--- src/sv/lcdns_pkg.sv ---
// Shared types and constants for the character LCD nibble sequencer.
// No dependencies; every other file in this folder imports it.
package lcdns_pkg;

    localparam int ADDR_W      = 5;
    localparam int DATA_W      = 32;
    localparam int HOLD_W      = 18;
    localparam int STEP_W      = 5;
    localparam int INIT_STEPS  = 25;
    localparam int BYTE_STEPS  = 4;
    localparam int INIT_NIBBLE_STEPS = 9;
    localparam int QUEUE_DEPTH = 2;
    localparam int QPTR_W      = $clog2(QUEUE_DEPTH);
    localparam int QCNT_W      = $clog2(QUEUE_DEPTH + 1);

    localparam logic [7:0] LCD_LINE1     = 8'h80;
    localparam logic [7:0] LCD_LINE2     = 8'hC0;
    localparam logic [7:0] LCD_FUNC_SET  = 8'h28;
    localparam logic [7:0] LCD_DISP_ON   = 8'h0C;
    localparam logic [7:0] LCD_ENTRY     = 8'h06;
    localparam logic [7:0] LCD_CLS       = 8'h01;
    localparam logic [3:0] LCD_WAKE_NIB  = 4'h3;
    localparam logic [3:0] LCD_4BIT_NIB  = 4'h2;

    typedef enum logic [2:0] {
        CMD_INIT   = 3'd0,
        CMD_CHAR   = 3'd1,
        CMD_BYTE   = 3'd2,
        CMD_CURSOR = 3'd3,
        CMD_CLEAR  = 3'd4
    } cmd_t;

    typedef enum logic [2:0] {
        REG_ENABLE_HIGH   = 3'd0,
        REG_ENABLE_LOW    = 3'd1,
        REG_COMMAND_SETTLE = 3'd2,
        REG_DATA_SETTLE   = 3'd3,
        REG_CLEAR_EXTRA   = 3'd4,
        REG_POWER_UP      = 3'd5,
        REG_INIT_NIBBLE   = 3'd6
    } reg_idx_t;

    typedef struct packed {
        logic [7:0]  enable_high_us;
        logic [9:0]  enable_low_us;
        logic [15:0] command_settle_us;
        logic [9:0]  data_settle_us;
        logic [15:0] clear_extra_us;
        logic [16:0] power_up_us;
        logic [15:0] init_nibble_us;
    } cfg_t;

    typedef enum logic [1:0] {
        SETTLE_DATA  = 2'd0,
        SETTLE_CMD   = 2'd1,
        SETTLE_CLEAR = 2'd2
    } settle_t;

    typedef struct packed {
        logic       is_init;
        logic       rs;
        logic [7:0] value;
        settle_t    settle;
    } job_t;

    typedef enum logic [2:0] {
        HOLD_POWER     = 3'd0,
        HOLD_HIGH      = 3'd1,
        HOLD_LOW       = 3'd2,
        HOLD_LOW_INIT  = 3'd3,
        HOLD_LOW_DATA  = 3'd4,
        HOLD_LOW_CMD   = 3'd5,
        HOLD_LOW_CLEAR = 3'd6
    } hold_t;

    typedef struct packed {
        logic       push;
        logic       full;
    } qctl_t;

endpackage

--- src/sv/lcdns_cfg.sv ---
// APB configuration register file for the LCD nibble sequencer.
// Depends on lcdns_pkg.
module lcdns_cfg
    import lcdns_pkg::*;
(
    input  logic              aclk,
    input  logic              aresetn,
    input  logic              psel,
    input  logic              penable,
    input  logic              pwrite,
    input  logic [ADDR_W-1:0] paddr,
    input  logic [DATA_W-1:0] pwdata,
    output logic [DATA_W-1:0] prdata,
    output logic              pready,
    output cfg_t              cfg
);

    cfg_t     cfg_reg;
    cfg_t     cfg_next;
    reg_idx_t idx;
    logic     wr_en;

    assign idx    = reg_idx_t'(paddr[ADDR_W-1:2]);
    assign wr_en  = psel && penable && pwrite;
    assign pready = 1'b1;
    assign cfg    = cfg_reg;

    always_comb begin
        cfg_next = cfg_reg;
        if (wr_en) begin
            case (idx)
                REG_ENABLE_HIGH:    cfg_next.enable_high_us    = pwdata[7:0];
                REG_ENABLE_LOW:     cfg_next.enable_low_us     = pwdata[9:0];
                REG_COMMAND_SETTLE: cfg_next.command_settle_us = pwdata[15:0];
                REG_DATA_SETTLE:    cfg_next.data_settle_us    = pwdata[9:0];
                REG_CLEAR_EXTRA:    cfg_next.clear_extra_us    = pwdata[15:0];
                REG_POWER_UP:       cfg_next.power_up_us       = pwdata[16:0];
                REG_INIT_NIBBLE:    cfg_next.init_nibble_us    = pwdata[15:0];
                default: ;
            endcase
        end
    end

    always_comb begin
        case (idx)
            REG_ENABLE_HIGH:    prdata = {24'd0, cfg_reg.enable_high_us};
            REG_ENABLE_LOW:     prdata = {22'd0, cfg_reg.enable_low_us};
            REG_COMMAND_SETTLE: prdata = {16'd0, cfg_reg.command_settle_us};
            REG_DATA_SETTLE:    prdata = {22'd0, cfg_reg.data_settle_us};
            REG_CLEAR_EXTRA:    prdata = {16'd0, cfg_reg.clear_extra_us};
            REG_POWER_UP:       prdata = {15'd0, cfg_reg.power_up_us};
            REG_INIT_NIBBLE:    prdata = {16'd0, cfg_reg.init_nibble_us};
            default:            prdata = '0;
        endcase
    end

    always_ff @(posedge aclk) begin
        if (!aresetn) begin
            cfg_reg.enable_high_us    <= 8'd5;
            cfg_reg.enable_low_us     <= 10'd50;
            cfg_reg.command_settle_us <= 16'd2000;
            cfg_reg.data_settle_us    <= 10'd50;
            cfg_reg.clear_extra_us    <= 16'd2000;
            cfg_reg.power_up_us       <= 17'd50000;
            cfg_reg.init_nibble_us    <= 16'd5000;
        end else begin
            cfg_reg <= cfg_next;
        end
    end

endmodule

--- src/sv/lcdns_front.sv ---
// Request decoder: classifies each input transaction into a sequencer job.
// Depends on lcdns_pkg.
module lcdns_front
    import lcdns_pkg::*;
(
    input  logic       s_valid,
    output logic       s_ready,
    input  logic [2:0] s_command,
    input  logic [7:0] s_byte_value,
    input  logic [1:0] s_row,
    input  logic [5:0] s_column,
    input  logic       q_full,
    output logic       q_push,
    output job_t       q_job
);

    logic       known;
    logic [7:0] cursor_addr;

    assign s_ready     = !q_full;
    assign cursor_addr = ((s_row == 2'd1) ? LCD_LINE1 : LCD_LINE2)
                         + {2'b00, s_column} - 8'd1;

    always_comb begin
        known         = 1'b1;
        q_job.is_init = 1'b0;
        q_job.rs      = 1'b0;
        q_job.value   = s_byte_value;
        q_job.settle  = SETTLE_CMD;
        case (cmd_t'(s_command))
            CMD_INIT:   q_job.is_init = 1'b1;
            CMD_CHAR: begin
                q_job.rs     = 1'b1;
                q_job.settle = SETTLE_DATA;
            end
            CMD_BYTE:   ;
            CMD_CURSOR: q_job.value = cursor_addr;
            CMD_CLEAR: begin
                q_job.value  = LCD_CLS;
                q_job.settle = SETTLE_CLEAR;
            end
            default:    known = 1'b0;
        endcase
    end

    // drop unknown commands
    assign q_push = s_valid && s_ready && known;

endmodule

--- src/sv/lcdns_queue.sv ---
// Short job queue between the request decoder and the step sequencer.
// Depends on lcdns_pkg.
module lcdns_queue
    import lcdns_pkg::*;
(
    input  logic  aclk,
    input  logic  aresetn,
    input  logic  push,
    input  job_t  push_job,
    output logic  full,
    input  logic  pop,
    output logic  valid,
    output job_t  head_job
);

    job_t              entry_reg [QUEUE_DEPTH];
    logic [QPTR_W-1:0] wr_ptr_reg, wr_ptr_next;
    logic [QPTR_W-1:0] rd_ptr_reg, rd_ptr_next;
    logic [QCNT_W-1:0] count_reg, count_next;

    assign full     = (count_reg == QCNT_W'(QUEUE_DEPTH));
    assign valid    = (count_reg != '0);
    assign head_job = entry_reg[rd_ptr_reg];

    function automatic logic [QPTR_W-1:0] wrap_inc(input logic [QPTR_W-1:0] p);
        if (p == QPTR_W'(QUEUE_DEPTH - 1)) begin
            return '0;
        end
        return p + 1'b1;
    endfunction

    always_comb begin
        wr_ptr_next = push ? wrap_inc(wr_ptr_reg) : wr_ptr_reg;
        rd_ptr_next = pop ? wrap_inc(rd_ptr_reg) : rd_ptr_reg;
        count_next  = count_reg + QCNT_W'(push) - QCNT_W'(pop);
    end

    always_ff @(posedge aclk) begin
        if (push) begin
            entry_reg[wr_ptr_reg] <= push_job;
        end
    end

    always_ff @(posedge aclk) begin
        if (!aresetn) begin
            wr_ptr_reg <= '0;
            rd_ptr_reg <= '0;
            count_reg  <= '0;
        end else begin
            wr_ptr_reg <= wr_ptr_next;
            rd_ptr_reg <= rd_ptr_next;
            count_reg  <= count_next;
        end
    end

endmodule

--- src/sv/lcdns_back.sv ---
// Step sequencer: expands queued jobs into LCD pin steps behind an output register.
// Depends on lcdns_pkg.
module lcdns_back
    import lcdns_pkg::*;
(
    input  logic        aclk,
    input  logic        aresetn,
    input  cfg_t        cfg,
    input  logic        q_valid,
    input  job_t        q_job,
    output logic        q_pop,
    output logic        m_valid,
    input  logic        m_ready,
    output logic        m_reg_select,
    output logic        m_enable_pin,
    output logic [3:0]  m_data_nibble,
    output logic [HOLD_W-1:0] m_hold_us,
    output logic        m_last
);

    typedef enum logic [1:0] {
        ST_IDLE = 2'b01,
        ST_RUN  = 2'b10
    } state_t;

    state_t             state_reg, state_next;
    job_t               job_reg, job_next;
    logic [STEP_W-1:0]  step_reg, step_next;
    logic               m_valid_reg, m_valid_next;
    logic               rs_reg;
    logic               en_reg;
    logic [3:0]         nib_reg;
    logic [HOLD_W-1:0]  hold_reg;
    logic               last_reg;

    logic               advance;
    logic               emit_rs;
    logic               emit_en;
    logic [3:0]         emit_nib;
    hold_t              emit_hold;
    logic [HOLD_W-1:0]  emit_hold_us;
    logic               emit_last;
    logic [7:0]         cur_byte;
    settle_t            cur_settle;
    logic [1:0]         pos;
    logic [STEP_W-1:0]  rel;

    assign advance = (state_reg == ST_RUN) && (!m_valid_reg || m_ready);

    always_comb begin
        emit_rs    = job_reg.rs;
        emit_en    = 1'b0;
        emit_nib   = '0;
        emit_hold  = HOLD_POWER;
        cur_byte   = job_reg.value;
        cur_settle = job_reg.settle;
        pos        = step_reg[1:0];
        rel        = '0;
        if (job_reg.is_init) begin
            emit_rs   = 1'b0;
            emit_last = (step_reg == STEP_W'(INIT_STEPS - 1));
        end else begin
            emit_last = (step_reg == STEP_W'(BYTE_STEPS - 1));
        end
        if (job_reg.is_init && step_reg == '0) begin
            emit_hold = HOLD_POWER;
        end else if (job_reg.is_init && step_reg < STEP_W'(INIT_NIBBLE_STEPS)) begin
            rel      = step_reg - 1'b1;
            emit_en  = !rel[0];
            emit_nib = (rel[2:1] == 2'd3) ? LCD_4BIT_NIB : LCD_WAKE_NIB;
            if (!rel[0]) begin
                emit_hold = HOLD_HIGH;
            end else if (rel[2:1] == 2'd3) begin
                emit_hold = HOLD_LOW;
            end else begin
                emit_hold = HOLD_LOW_INIT;
            end
        end else begin
            if (job_reg.is_init) begin
                rel = step_reg - STEP_W'(INIT_NIBBLE_STEPS);
                pos = rel[1:0];
                case (rel[3:2])
                    2'd0:    cur_byte = LCD_FUNC_SET;
                    2'd1:    cur_byte = LCD_DISP_ON;
                    2'd2:    cur_byte = LCD_ENTRY;
                    default: cur_byte = LCD_CLS;
                endcase
                cur_settle = (rel[3:2] == 2'd3) ? SETTLE_CLEAR : SETTLE_CMD;
            end
            emit_en  = !pos[0];
            emit_nib = pos[1] ? cur_byte[3:0] : cur_byte[7:4];
            if (!pos[0]) begin
                emit_hold = HOLD_HIGH;
            end else if (!pos[1]) begin
                emit_hold = HOLD_LOW;
            end else begin
                case (cur_settle)
                    SETTLE_DATA:  emit_hold = HOLD_LOW_DATA;
                    SETTLE_CLEAR: emit_hold = HOLD_LOW_CLEAR;
                    default:      emit_hold = HOLD_LOW_CMD;
                endcase
            end
        end
    end

    always_comb begin
        case (emit_hold)
            HOLD_POWER:    emit_hold_us = HOLD_W'(cfg.power_up_us);
            HOLD_HIGH:     emit_hold_us = HOLD_W'(cfg.enable_high_us);
            HOLD_LOW:      emit_hold_us = HOLD_W'(cfg.enable_low_us);
            HOLD_LOW_INIT: emit_hold_us = HOLD_W'(cfg.enable_low_us)
                                          + HOLD_W'(cfg.init_nibble_us);
            HOLD_LOW_DATA: emit_hold_us = HOLD_W'(cfg.enable_low_us)
                                          + HOLD_W'(cfg.data_settle_us);
            HOLD_LOW_CMD:  emit_hold_us = HOLD_W'(cfg.enable_low_us)
                                          + HOLD_W'(cfg.command_settle_us);
            HOLD_LOW_CLEAR: emit_hold_us = HOLD_W'(cfg.enable_low_us)
                                           + HOLD_W'(cfg.command_settle_us)
                                           + HOLD_W'(cfg.clear_extra_us);
            default:       emit_hold_us = '0;
        endcase
    end

    always_comb begin
        state_next   = state_reg;
        job_next     = job_reg;
        step_next    = step_reg;
        q_pop        = 1'b0;
        m_valid_next = m_valid_reg;
        if (m_valid_reg && m_ready) begin
            m_valid_next = 1'b0;
        end
        case (state_reg)
            ST_IDLE: begin
                if (q_valid) begin
                    q_pop      = 1'b1;
                    job_next   = q_job;
                    step_next  = '0;
                    state_next = ST_RUN;
                end
            end
            ST_RUN: begin
                if (advance) begin
                    m_valid_next = 1'b1;
                    step_next    = step_reg + 1'b1;
                    if (emit_last) begin
                        // chain straight into the next job
                        if (q_valid) begin
                            q_pop     = 1'b1;
                            job_next  = q_job;
                            step_next = '0;
                        end else begin
                            state_next = ST_IDLE;
                        end
                    end
                end
            end
            default: state_next = ST_IDLE;
        endcase
    end

    always_ff @(posedge aclk) begin
        job_reg  <= job_next;
        step_reg <= step_next;
        if (advance) begin
            rs_reg   <= emit_rs;
            en_reg   <= emit_en;
            nib_reg  <= emit_nib;
            hold_reg <= emit_hold_us;
            last_reg <= emit_last;
        end
    end

    always_ff @(posedge aclk) begin
        if (!aresetn) begin
            state_reg   <= ST_IDLE;
            m_valid_reg <= 1'b0;
        end else begin
            state_reg   <= state_next;
            m_valid_reg <= m_valid_next;
        end
    end

    assign m_valid       = m_valid_reg;
    assign m_reg_select  = rs_reg;
    assign m_enable_pin  = en_reg;
    assign m_data_nibble = nib_reg;
    assign m_hold_us     = hold_reg;
    assign m_last        = last_reg;

    a_pop_needs_job: assert property (@(posedge aclk) disable iff (!aresetn)
        q_pop |-> q_valid)
        else $error("job popped from empty queue");

    a_init_step_range: assert property (@(posedge aclk) disable iff (!aresetn)
        (state_reg == ST_RUN) && job_reg.is_init |-> step_reg < STEP_W'(INIT_STEPS))
        else $error("init step counter overran");

    a_byte_step_range: assert property (@(posedge aclk) disable iff (!aresetn)
        (state_reg == ST_RUN) && !job_reg.is_init |-> step_reg < STEP_W'(BYTE_STEPS))
        else $error("byte step counter overran");

    a_last_is_low: assert property (@(posedge aclk) disable iff (!aresetn)
        advance && emit_last |-> !emit_en)
        else $error("run ended on an enable-high step");

    a_out_hold: assert property (@(posedge aclk) disable iff (!aresetn)
        m_valid_reg && !m_ready |=> m_valid_reg && $stable(hold_reg))
        else $error("pending step changed under stall");

endmodule

--- src/sv/char_lcd_nibble_sequencer.sv ---
// Character LCD (HD44780-style, 4-bit bus) nibble sequencer, top level.
// Depends on lcdns_pkg, lcdns_cfg, lcdns_front, lcdns_queue, lcdns_back.
//
// Usage:
//   s_* channel takes one request per transaction: 0 init, 1 write character,
//   2 write command byte, 3 set cursor (row, column), 4 clear. Other command
//   codes are consumed and produce nothing.
//   m_* channel returns one pin step per transaction: RS, E, D7..D4 and the
//   hold time in microseconds; m_last marks the final step of a request.
//   Character, command, cursor and clear requests give 4 steps, init gives 25.
//   The first step passes through the job queue, the job register and the output register.
//   Throughput: one step per cycle from the sequencer while m_ready does not stall
//   it; a job already queued when a request ends chains on with no gap.
//   A 2-entry job queue lets requests be taken while steps are still going out.
//   When m_ready is low the current step holds and the sequencer waits; the
//   queue fills and then s_ready drops.
//   Reset (aresetn low, synchronous) empties the queue, drops any pending
//   step and loads the timing registers with their defaults.
//   Timing registers sit on the APB port at byte address 4*index; pready is
//   always high. Write them only while no request is in flight.
module char_lcd_nibble_sequencer
    import lcdns_pkg::*;
(
    input  logic              aclk,
    input  logic              aresetn,
    input  logic              psel,
    input  logic              penable,
    input  logic              pwrite,
    input  logic [ADDR_W-1:0] paddr,
    input  logic [DATA_W-1:0] pwdata,
    output logic [DATA_W-1:0] prdata,
    output logic              pready,
    input  logic              s_valid,
    output logic              s_ready,
    input  logic [2:0]        s_command,
    input  logic [7:0]        s_byte_value,
    input  logic [1:0]        s_row,
    input  logic [5:0]        s_column,
    output logic              m_valid,
    input  logic              m_ready,
    output logic              m_reg_select,
    output logic              m_enable_pin,
    output logic [3:0]        m_data_nibble,
    output logic [HOLD_W-1:0] m_hold_us,
    output logic              m_last
);

    cfg_t  cfg;
    qctl_t qctl;
    job_t  push_job;
    job_t  head_job;
    logic  q_valid;
    logic  q_pop;

    lcdns_cfg u_cfg (
        .aclk    (aclk),
        .aresetn (aresetn),
        .psel    (psel),
        .penable (penable),
        .pwrite  (pwrite),
        .paddr   (paddr),
        .pwdata  (pwdata),
        .prdata  (prdata),
        .pready  (pready),
        .cfg     (cfg)
    );

    lcdns_front u_front (
        .s_valid      (s_valid),
        .s_ready      (s_ready),
        .s_command    (s_command),
        .s_byte_value (s_byte_value),
        .s_row        (s_row),
        .s_column     (s_column),
        .q_full       (qctl.full),
        .q_push       (qctl.push),
        .q_job        (push_job)
    );

    lcdns_queue u_queue (
        .aclk     (aclk),
        .aresetn  (aresetn),
        .push     (qctl.push),
        .push_job (push_job),
        .full     (qctl.full),
        .pop      (q_pop),
        .valid    (q_valid),
        .head_job (head_job)
    );

    lcdns_back u_back (
        .aclk          (aclk),
        .aresetn       (aresetn),
        .cfg           (cfg),
        .q_valid       (q_valid),
        .q_job         (head_job),
        .q_pop         (q_pop),
        .m_valid       (m_valid),
        .m_ready       (m_ready),
        .m_reg_select  (m_reg_select),
        .m_enable_pin  (m_enable_pin),
        .m_data_nibble (m_data_nibble),
        .m_hold_us     (m_hold_us),
        .m_last        (m_last)
    );

endmodule
--- config.mk ---
export PLATFORM = sky130hd
export DESIGN_NAME = char_lcd_nibble_sequencer
export DESIGN_NICKNAME = d
export VERILOG_FILES = /design/src/sv/lcdns_pkg.sv /design/src/sv/lcdns_cfg.sv /design/src/sv/lcdns_front.sv /design/src/sv/lcdns_queue.sv /design/src/sv/lcdns_back.sv /design/src/sv/char_lcd_nibble_sequencer.sv
export SDC_FILE = /design/constraint.sdc
export NUM_CORES = 1
export LEC_CHECK = 0
export ABC_CLOCK_PERIOD_IN_PS = 8200
export BUFFER_PORTS_ARGS = -buffer_cell sky130_fd_sc_hd__buf_2
export CAP_MARGIN = 10
export CORE_MARGIN = 3
export CORE_UTILIZATION = 55
export CTS_CLUSTER_SIZE = 16
export DETAILED_ROUTE_END_ITERATION = 8
export PLACE_DENSITY = 0.74
export SYNTH_ARGS = -nofsm -noshare
export SYNTH_HDL_FRONTEND = slang
export SYNTH_SLANG_ARGS = --single-unit
export TNS_END_PERCENT = 5
--- constraint.sdc ---
create_clock -name aclk -period 8.2 [get_ports aclk]
set_input_delay 0.82 -clock aclk [delete_from_list [all_inputs] [get_ports aclk]]
set_output_delay 0.82 -clock aclk [all_outputs]
set_load 0.02 [all_outputs]
# Yosys cells after proc, flatten, opt, wreduce, memory -nomap -nowiden
# Memories as Yosys holds them, arrays and structs flattened. A register that Yosys moved wholly into a read port is not among the register bits.
# Index checks and enable logic that the tools add are counted.
[classes]
addsub = 13
n_lt_le_gt_ge = 1
n_eq_ne = 31
muxes = 60
reduce_logical = 32
[op_table]
columns = ["cell", "n"]
rows = [
  ["$pmux W18 S7", 1],
  ["$pmux W17 S7", 1],
  ["$mux W12", 3],
  ["$add A10 B16 Y17", 2],
  ["$pmux W12 S2", 1],
  ["$mux W1", 23],
  ["$mux W2", 11],
  ["$eq A3 B3 Y1 const B", 7],
  ["$mux W5", 4],
  ["$add A18 B16 Y18", 1],
  ["$eq A3 B2 Y1 const B", 6],
  ["$pmux W6 S3", 1],
  ["$pmux W8 S2", 1],
  ["$mux W3", 5],
  ["$reduce_and A2 Y1", 7],
  ["$eq A2 B2 Y1 const B", 6],
  ["$pmux W2 S2", 3],
  ["$add A10 B10 Y11", 1],
  ["$pmux W5 S2", 1],
  ["$eq A3 B1 Y1 const B", 3],
  ["$logic_not A3 Y1", 3],
  ["$add A8 B6 Y8", 1],
  ["$logic_and A1 B1 Y1", 8],
  ["$mux W4", 2],
  ["24 further kinds", 35],
]
[totals]
ff_bits = 142
ram_bits = 24
in_bits = 63
output_inout_bits = 60
wordCells = 160
memories = 1
[mem_list]
columns = ["name", "depth", "width", "rd", "rd_clocked_by_memory_dff", "write_ports", "line_no", "rtl"]
rows = [
  ["u_queue.entry_reg", 2, 12, 1, 1, 1, "lcdns_queue.sv:16", "job_t entry_reg [QUEUE_DEPTH];"],
]

# Logic depth before layout (Yosys ltp)
# Gate-level depths: netlist (run 1).
[depth]
depth_word = 14
ltp_mapped = 15
depth_no_buf = 14

# Cells and area by module
# A second synthesis (run 1) with hierarchy kept.
[unflattened]
hier_cells = 1100
hier_area_um2 = 10631.4
[by_module_without_submodules]
columns = ["module", "n_inst", "cells_each", "area_each_um2", "seq_area_each_um2"]
rows = [
  ["lcdns_back", 1, 529, 4860.9, 1321.3],
  ["lcdns_cfg", 1, 476, 4381.7, 1861.8],
  ["lcdns_queue", 1, 58, 1132.3, 820.8],
  ["lcdns_front", 1, 37, 256.5, 0.0],
]

# Least setup slack after synthesis (run 1)
# No wires, ideal clock.
[synth_path]
path_type = "flip-flop to flip-flop"
start = "reg u_cfg.cfg_reg (netlist bit u_cfg.cfg[75])"
end = "reg u_back.hold_reg[15], in the netlist u_back.m_hold_us[15], data pin"
setup_ps = 272
t_arrival_ps = 3361
required_ps = 7928
path_slack_ps = 4567
stages_incl_launch_ff = 15
path_buffers = 0
period_less_slack_ps = 3633
cell_sequence = "dfxtp_1 -> ha_1 -> fa_1 -> a211oi_1 -> o21ai_0 -> a41o_1 -> xor2_1 -> ha_1 -> and4_1 -> and3_1 -> nand3_1 -> nand3_1 -> a311oi_1 -> mux2i_1 -> o2111ai_1"
[synth_via]
elab_chain_cells = 3
elab_cells_between_ends = 4
classes_between = "add/sub (3); mux (1)"
[synth_rtl]
columns = ["element", "line_no", "rtl"]
rows = [
  ["start, declared", "lcdns_cfg.sv:18", "cfg_t cfg_reg;"],
  ["start signal, assigned", "lcdns_cfg.sv:67", "cfg_reg <= cfg_next;"],
  ["$add A10 B16 Y17", "lcdns_back.sv:116, lcdns_back.sv:118", ""],
  ["$add A18 B16 Y18", "lcdns_back.sv:119", "+ HOLD_W'(cfg.clear_extra_us);"],
  ["$pmux W18 S7 (*)", "lcdns_back.sv:107", "case (emit_hold)"],
  ["via u_back.emit_hold_us[15]", "lcdns_back.sv:41", "logic [HOLD_W-1:0] emit_hold_us;"],
  ["end signal, assigned", "lcdns_back.sv:169", "hold_reg <= emit_hold_us;"],
  ["end, declared", "lcdns_back.sv:33", "logic [HOLD_W-1:0] hold_reg;"],
]
# The timed path passes the listed nets; every way through them passes the cells marked *.
# A chain may end at the register's enable or synchronous reset.

# Worst setup path in the final report (run 1)
[layout_path]
start = "reg u_cfg.cfg_reg (netlist bit u_cfg.cfg[82])"
end = "reg u_back.hold_reg[15], in the netlist u_back.m_hold_us[15], data pin"
# Same word-level chain as after synthesis.

==> flow_metrics.env, run 1 <==
export IMPL_status="completed"
export IMPL_synthToLayoutAreaGrowth_pct=10.93
export IMPL_cp_data_arrival_time_ns=4.62
export IMPL_largest_register_ffs=93
export IMPL_combPwrFrac=0.304
export IMPL_clkPwrFrac=0.294
export IMPL_crit_required_ns=8.35
export IMPL_synth_cell_types=73
export IMPL_dr_total_vias=9094
export IMPL_ir_drop_uv=146.0
export IMPL_endpoint_kind="register"
export IMPL_cts_setup_buffers=0
export IMPL_diodes=0
export IMPL_cts_buffers=17
export IMPL_worstMarginPinSlew_ns=1.276
export IMPL_die_area_sq_um=20500
export IMPL_finalNonFillerCells=1460
export IMPL_cts_repair_resized=0
export IMPL_fillCellCount=1543
export IMPL_postSynth_asyncResetShare=0
export IMPL_dp_cells=1428
export IMPL_path_class="register to register"
export IMPL_synth_edf_count=66
export IMPL_drive_gt1_frac=0.1430
export IMPL_crit_chain="ha_1 -> a2111oi_0 -> o21ai_0 -> a41o_1 -> xor2_1 -> ha_1 -> and4_1 -> and3_1 -> nand3_1 -> nand3_1 -> a311oi_1 -> mux2i_1 -> o2111ai_1"
export IMPL_finalHoldViolCount=0
export IMPL_clock_skew_ns=0.01073
export IMPL_worstSkewPairLatency_ns=0.44
export IMPL_multi_input_area_sq_um=5984
export IMPL_seq_area_sq_um=4004
export IMPL_min_path_type="register to register"
export IMPL_viasPerCell=6.229
export IMPL_grt_max_degree=101
export IMPL_crit_cells=13
export IMPL_place_area_sq_um=10920
export IMPL_numPortBuffers=89
export IMPL_place_gp_congestion=0.9525
export IMPL_setup_viol_count_final=0
export IMPL_setup_tns_ns=0
export IMPL_firstDrtPassIters=8
export IMPL_initial_core_util=0.5683
export IMPL_avgSynthCellArea_sq_um=8.968
export IMPL_tritoncts="yes"
export IMPL_slowest_delay_ns=0.53
export IMPL_relSlewSlack=0.1474
export IMPL_cts_clk_slew_worst_paths_ns=0.07
export IMPL_chipWidth_um=143.2
export IMPL_wl_per_cell_um=19.80
export IMPL_htreeDepth=4
export IMPL_internal_power_mw=1.690
export IMPL_whs_path_depth=2
export IMPL_cts_sinks=167
export IMPL_power_leakage_nw=4.645
export IMPL_grt_pass1_wl_um=45920
export IMPL_path_delay_family="compound AO/OA/AOI/OAI gates"
export IMPL_drtIter0Drc=1111
export IMPL_seqPwrFrac=0.402
export IMPL_syn_instance_count=1154
export IMPL_slowest_stage="a2111oi_0"
export IMPL_clockRootBuffer="clkbuf_16"
export IMPL_crit_path_max_fanout=6
export IMPL_die_h_um=143.2
export IMPL_powerDensity_nw_per_um2=231.1
export IMPL_cts_buffer_depth=2
export IMPL_dpl_hpwl_um=20730
export IMPL_swShare=0.3628
export IMPL_p_sw_mw=0.9624
export IMPL_maxSlewViolCount=0
export IMPL_antenna_found_initial=0
export IMPL_synth_warning_count=0
export IMPL_period_share=0.5448
export IMPL_drc=0
export IMPL_ioPinCount=123
export IMPL_rows=49
export IMPL_holdBufCountCts=0
export IMPL_synth_seq_cells=167
export IMPL_crit_buf_inv=0
export IMPL_rr_worst_depth=13
export IMPL_grt_util_all_layers=0.2862
export IMPL_synth_flop_cell="dfxtp_1"
export IMPL_core_region_area_sq_um=18210
export IMPL_maxCapViolations=0
export IMPL_routed_wl_um=28900
export IMPL_rsz0062_at_grt="no"
export IMPL_critPathLaunchType="register"
export IMPL_post_route_min_period_ns=4.468
export IMPL_final_antenna_net_count=0
export IMPL_syn_area_sq_um=10350
export IMPL_fmax_mhz=223.8
export IMPL_final_nets=1344
export IMPL_grt_pass1_vias=8418
export IMPL_grt_ovfl_total=0
export IMPL_fin_area_sq_um=11480
export IMPL_yosysSeqAreaShare=0.3869
==> placed cells by master, fill, tap and decap left out, types with 25 or more instances in the layout <==
cell	count
a21boi_0	43
a21oi_1	40
buf_2	89
dfxtp_1	101
edfxtp_1	66
ha_1	59
inv_1	26
mux2_2	25
mux2i_1	40
nand2_1	215
nand3_1	45
nor2_1	61
nor2b_1	31
o21ai_0	47
xnor2_1	35
==> final timing paths <==
check / from / endpoint / slack (ns)
setup / recovery: u_cfg.cfg[82] / u_back.m_hold_us[15] / 3.73
hold / removal: u_cfg.cfg[26] / u_cfg.cfg[26] / 0.49
setup reg to reg: u_cfg.cfg[82] / u_back.m_hold_us[15] / 3.73
hold reg to reg: u_cfg.cfg[26] / u_cfg.cfg[26] / 0.49
==> tightest hold or removal path: stages, from the launching register on <==
cell      delay, ns
dfxtp_1        0.32
nand2_1        0.05
a21boi_0       0.06
==> metal layers <==
metal | vias up | GRT usage | wire length (um)
met4 | 0 | 0.07904 | 504
met1 | 4293 | 0.4117 | 12830
met2 | 473 | 0.4310 | 12670
met5 | - | 0 | 0
met3 | 57 | 0.07033 | 2903
li1 | 4271 | - | -
==> power by group through the flow <==
stage | clock network [mW] | registers (mW) | logic, mW
after CTS | 0.782 | 1.07 | 0.793
after floorplan | 0 | 1.05 | 0.589
after global placement | 0 | 1.08 | 0.778
after global routing | 0.821 | 1.08 | 0.886
final | 0.780 | 1.07 | 0.806
after detailed placement | 0 | 1.08 | 0.790
==> metrics by stage <==
step / util / setup slack [ns] / power (mW) / hold WS (ns)
2_1_floorplan: - / 4.567 / 1.639 / 0.4522
3_3_place_gp: 0.5997 / 3.958 / 1.859 / 0.4699
3_5_place_dp: 0.5997 / 3.923 / 1.874 / 0.4758
4_1_cts: 0.6305 / 3.885 / 2.641 / 0.4849
5_1_grt: 0.6305 / 3.635 / 2.785 / 0.5086
6_report: 0.6305 / 3.732 / 2.653 / 0.4852
==> Yosys cell counts (5+ instances only) <==
cell type / n / area (sq um)
nand2_1: 215 / 807.0
dfxtp_1: 101 / 2022
edfxtp_1: 66 / 1982
nor2_1: 61 / 229.0
ha_1: 59 / 738.2
o21ai_0: 47 / 235.2
clkbuf_1: 45 / 168.9
nand3_1: 45 / 225.2
a21boi_0: 43 / 322.8
a21oi_1: 40 / 200.2
mux2i_1: 40 / 400.4
xnor2_1: 35 / 306.5
nor2b_1: 33 / 206.5
inv_1: 26 / 97.59
mux2_2: 25 / 281.5
a22oi_1: 21 / 157.7
nor3_1: 19 / 95.09
xor2_1: 18 / 157.7
buf_4: 16 / 120.1
a21o_1: 12 / 90.09
nand2b_1: 12 / 75.07
a222oi_1: 10 / 100.1
a31oi_1: 10 / 62.56
and2_1: 9 / 56.30
and3_1: 9 / 56.30
a211oi_1: 8 / 60.06
a22o_1: 8 / 70.07
nand4_1: 8 / 50.05
o211ai_1: 8 / 60.06
a221oi_1: 7 / 61.31
buf_1: 7 / 26.28
o21a_1: 7 / 52.55
a221o_1: 5 / 50.05
nand3b_1: 5 / 37.54
o21bai_1: 5 / 37.54
==> kinds of logic (layout without fill, tap and decap cells) <==
kind of cell,count (synthesis),count (layout),synth area share
and+or+nand+nor,436,436,0.1945
xor gates and xnor gates,53,53,0.04486
buffers and inverters,98,161,0.04232
AOI/OAI and AO/OA,268,268,0.1814
DFF,167,167,0.3869
other,2,16,0.0007257
muxes,67,67,0.07024
adders and majority gates,63,63,0.07907
==> cell type report <==
| class | count | area share |
|---|---|---|
| clock inverters | 14 | 0.01144 |
| clock buffers | 18 | 0.03738 |
| inverters | 27 | 0.008828 |
| repair buffers | 102 | 0.04730 |
| well taps | 229 | 0.02496 |
| multi-input cells | 903 | 0.5213 |
| flip-flops and latches | 167 | 0.3488 |
(Power assumes the default switching activity.)
==> run 2, diff against run 1 <==
- ABC_CLOCK_PERIOD_IN_PS: 8200 -> 4430
- clock period: 8.2 -> 4.43 ns (I/O delays scaled with it)
==> flow_metrics.env, run 2 (synthesis gave the netlist of run 1 again) <==
export IMPL_setup_tns_ns=0
export IMPL_total_power_mw=5.003
export IMPL_min_path_type="primary input to register"
export IMPL_grt_max_degree=49
export IMPL_power_leakage_nw=4.719
export IMPL_clockRootBuffer="clkbuf_16"
export IMPL_firstDrtPassIters=6
export IMPL_diodes=0
export IMPL_pre_cts_ws_ns=0.1930
export IMPL_core_region_area_sq_um=18210
export IMPL_chipWidth_um=143.2
export IMPL_path_class="register to register"
export IMPL_p_sw_mw=1.751
export IMPL_viasPerCell=6.164
export IMPL_cts_clk_slew_worst_paths_ns=0.07
export IMPL_cp_endpoint="u_back.m_hold_us[15]"
export IMPL_drtIter0Drc=1066
export IMPL_dpl_hpwl_um=21600
export IMPL_crit_path_max_fanout=4
export IMPL_dp_cells=1440
export IMPL_final_util=0.6385
export IMPL_drc=0
export IMPL_finalNonFillerCells=1472
export IMPL_critPathLaunchType="register"
export IMPL_crit_required_ns=4.58
export IMPL_die_h_um=143.2
export IMPL_wl_per_cell_um=19.83
export IMPL_ioPinCount=123
export IMPL_holdBufCountCts=0
export IMPL_maxSlewViolCount=0
export IMPL_final_cell_mix="nand2_1, dfxtp_1, buf_2"
export IMPL_cp_data_arrival_time_ns=4.41
export IMPL_ir_drop_uv=286.7
export IMPL_period_share=0.9608
export IMPL_grt_pass1_wl_um=45770
export IMPL_drive_gt1_frac=0.1521
export IMPL_grt_ovfl_total=0
export IMPL_finalHoldViolCount=0
export IMPL_relSlewSlack=0.2180
export IMPL_htreeDepth=4
export IMPL_maxCapViolations=0
export IMPL_r2r_slack_ns=0.17
export IMPL_cts_buffer_depth=2
export IMPL_fmax_mhz=234.9
export IMPL_synthToLayoutAreaGrowth_pct=12.34
export IMPL_grt_util_all_layers=0.2859
export IMPL_cp_startpoint="u_cfg.cfg[59]"
export IMPL_antenna_found_initial=0
export IMPL_cts_buffers=17
export IMPL_place_gp_congestion=0.9948
export IMPL_internal_power_mw=3.251
export IMPL_routed_wl_um=29200
export IMPL_powerDensity_nw_per_um2=430.3
export IMPL_reg2reg_to="u_back.m_hold_us[15]"
export IMPL_grt_pass1_vias=8270
export IMPL_layout_commonest_cell="nand2_1"
export IMPL_cts_sinks=167
export IMPL_post_route_min_period_ns=4.256
export IMPL_dr_total_vias=9073
export IMPL_die_area_sq_um=20500
export IMPL_endpoint_kind="register"
export IMPL_clkPwrFrac=0.302
export IMPL_tritoncts="yes"
export IMPL_rr_worst_depth=14
export IMPL_largest_register_ffs=93
export IMPL_combPwrFrac=0.302
export IMPL_final_antenna_net_count=0
export IMPL_worstSkewPairLatency_ns=0.43
export IMPL_swShare=0.3501
export IMPL_worstMarginPinSlew_ns=1.168
export IMPL_setup_ws_ns=0.1737
export IMPL_numPortBuffers=89
export IMPL_rows=49
export IMPL_crit_reg2reg_launch="u_cfg.cfg[59]"
export IMPL_clock_skew_ns=0.01055
export IMPL_setup_viol_count_final=0
export IMPL_final_nets=1356
export IMPL_seqPwrFrac=0.395
export IMPL_status="completed"
export IMPL_initial_core_util=0.5683
[run 2: cell types whose count changed in the layout (fill, tap and decap cells not counted), moves of 2 or more]
| cell | before | now |
|---|---|---|
| clkbuf_8 | 0 | 2 |
| inv_6 | 6 | 2 |
| clkinvlp_4 | 0 | 3 |
| buf_4 | 13 | 25 |
[run 2: worst max-delay path, cell delays in order (launching register included)]
cell and delay [ns]:
dfxtp_1 0.33, ha_1 0.23, fa_1 0.43, a211oi_1 0.33, o21ai_0 0.20, a41o_1 0.35
xor2_1 0.27, ha_1 0.32, and4_1 0.20, and3_1 0.19, nand3_1 0.09, nand3_1 0.17
a311oi_2 0.41, mux2i_1 0.27, o2111ai_1 0.18
[run 2: per-layer routing]
layer	wire, um	GRT usage	part of all wire
met1	13070	0.4194	0.45
met2	12830	0.4320	0.44
met3	2858	0.05727	0.098
met4	432	0.07504	0.015
met5	0	0	0
[run 2: power groups by stage]
stage	clock network [mW]	registers (mW)	logic, mW
detailed placement	0	2.01	1.49
global route	1.59	2.00	1.65
finish	1.51	1.98	1.51
CTS	1.53	1.98	1.50
global placement	0	2.00	1.46
floorplan	0	1.94	1.09
[run 2: layout make-up]
| type | count | area (sq um) |
|---|---|---|
| Clock buffer | 20 | 478.0 |
| Fill cell | 1519 | 6583 |
| Multi-Input combinational cell | 903 | 5988 |
| Sequential cell | 167 | 4004 |
| Timing Repair Buffer | 114 | 633.1 |
| Inverter | 27 | 101.3 |
| Clock inverter | 12 | 135.1 |
| Tap cell | 229 | 286.5 |
[run 2: worst min path at each step]
stage	start	end	slack [ns]	cells after the start
3_5_place_dp	u_cfg.cfg[34]	u_cfg.cfg[34]	0.48	2
3_3_place_gp	u_cfg.cfg[26]	u_cfg.cfg[26]	0.47	2
4_1_cts	pwdata[16]	u_cfg.cfg[32]	0.27	3
6_report	pwdata[16]	u_cfg.cfg[32]	0.28	3
5_1_grt	pwdata[16]	u_cfg.cfg[32]	0.29	3
2_1_floorplan	u_cfg.cfg[32]	u_cfg.cfg[32]	0.45	2
[run 2: stage by stage]
| stage | hold WS [ns] | instance area, sq um |
|---|---|---|
| floorplan | 0.4522 | 10400 |
| global placement | 0.4664 | 11010 |
| detailed placement | 0.4798 | 11010 |
| CTS | 0.2744 | 11620 |
| global route | 0.2914 | 11630 |
| finish | 0.2780 | 11630 |
[run 2: what timing repair did]
item | in CTS | in global routing
gates resized for setup | 0 | 1
setup buffers | 0 | 0
endpoints found under the setup margin | 0 | 1
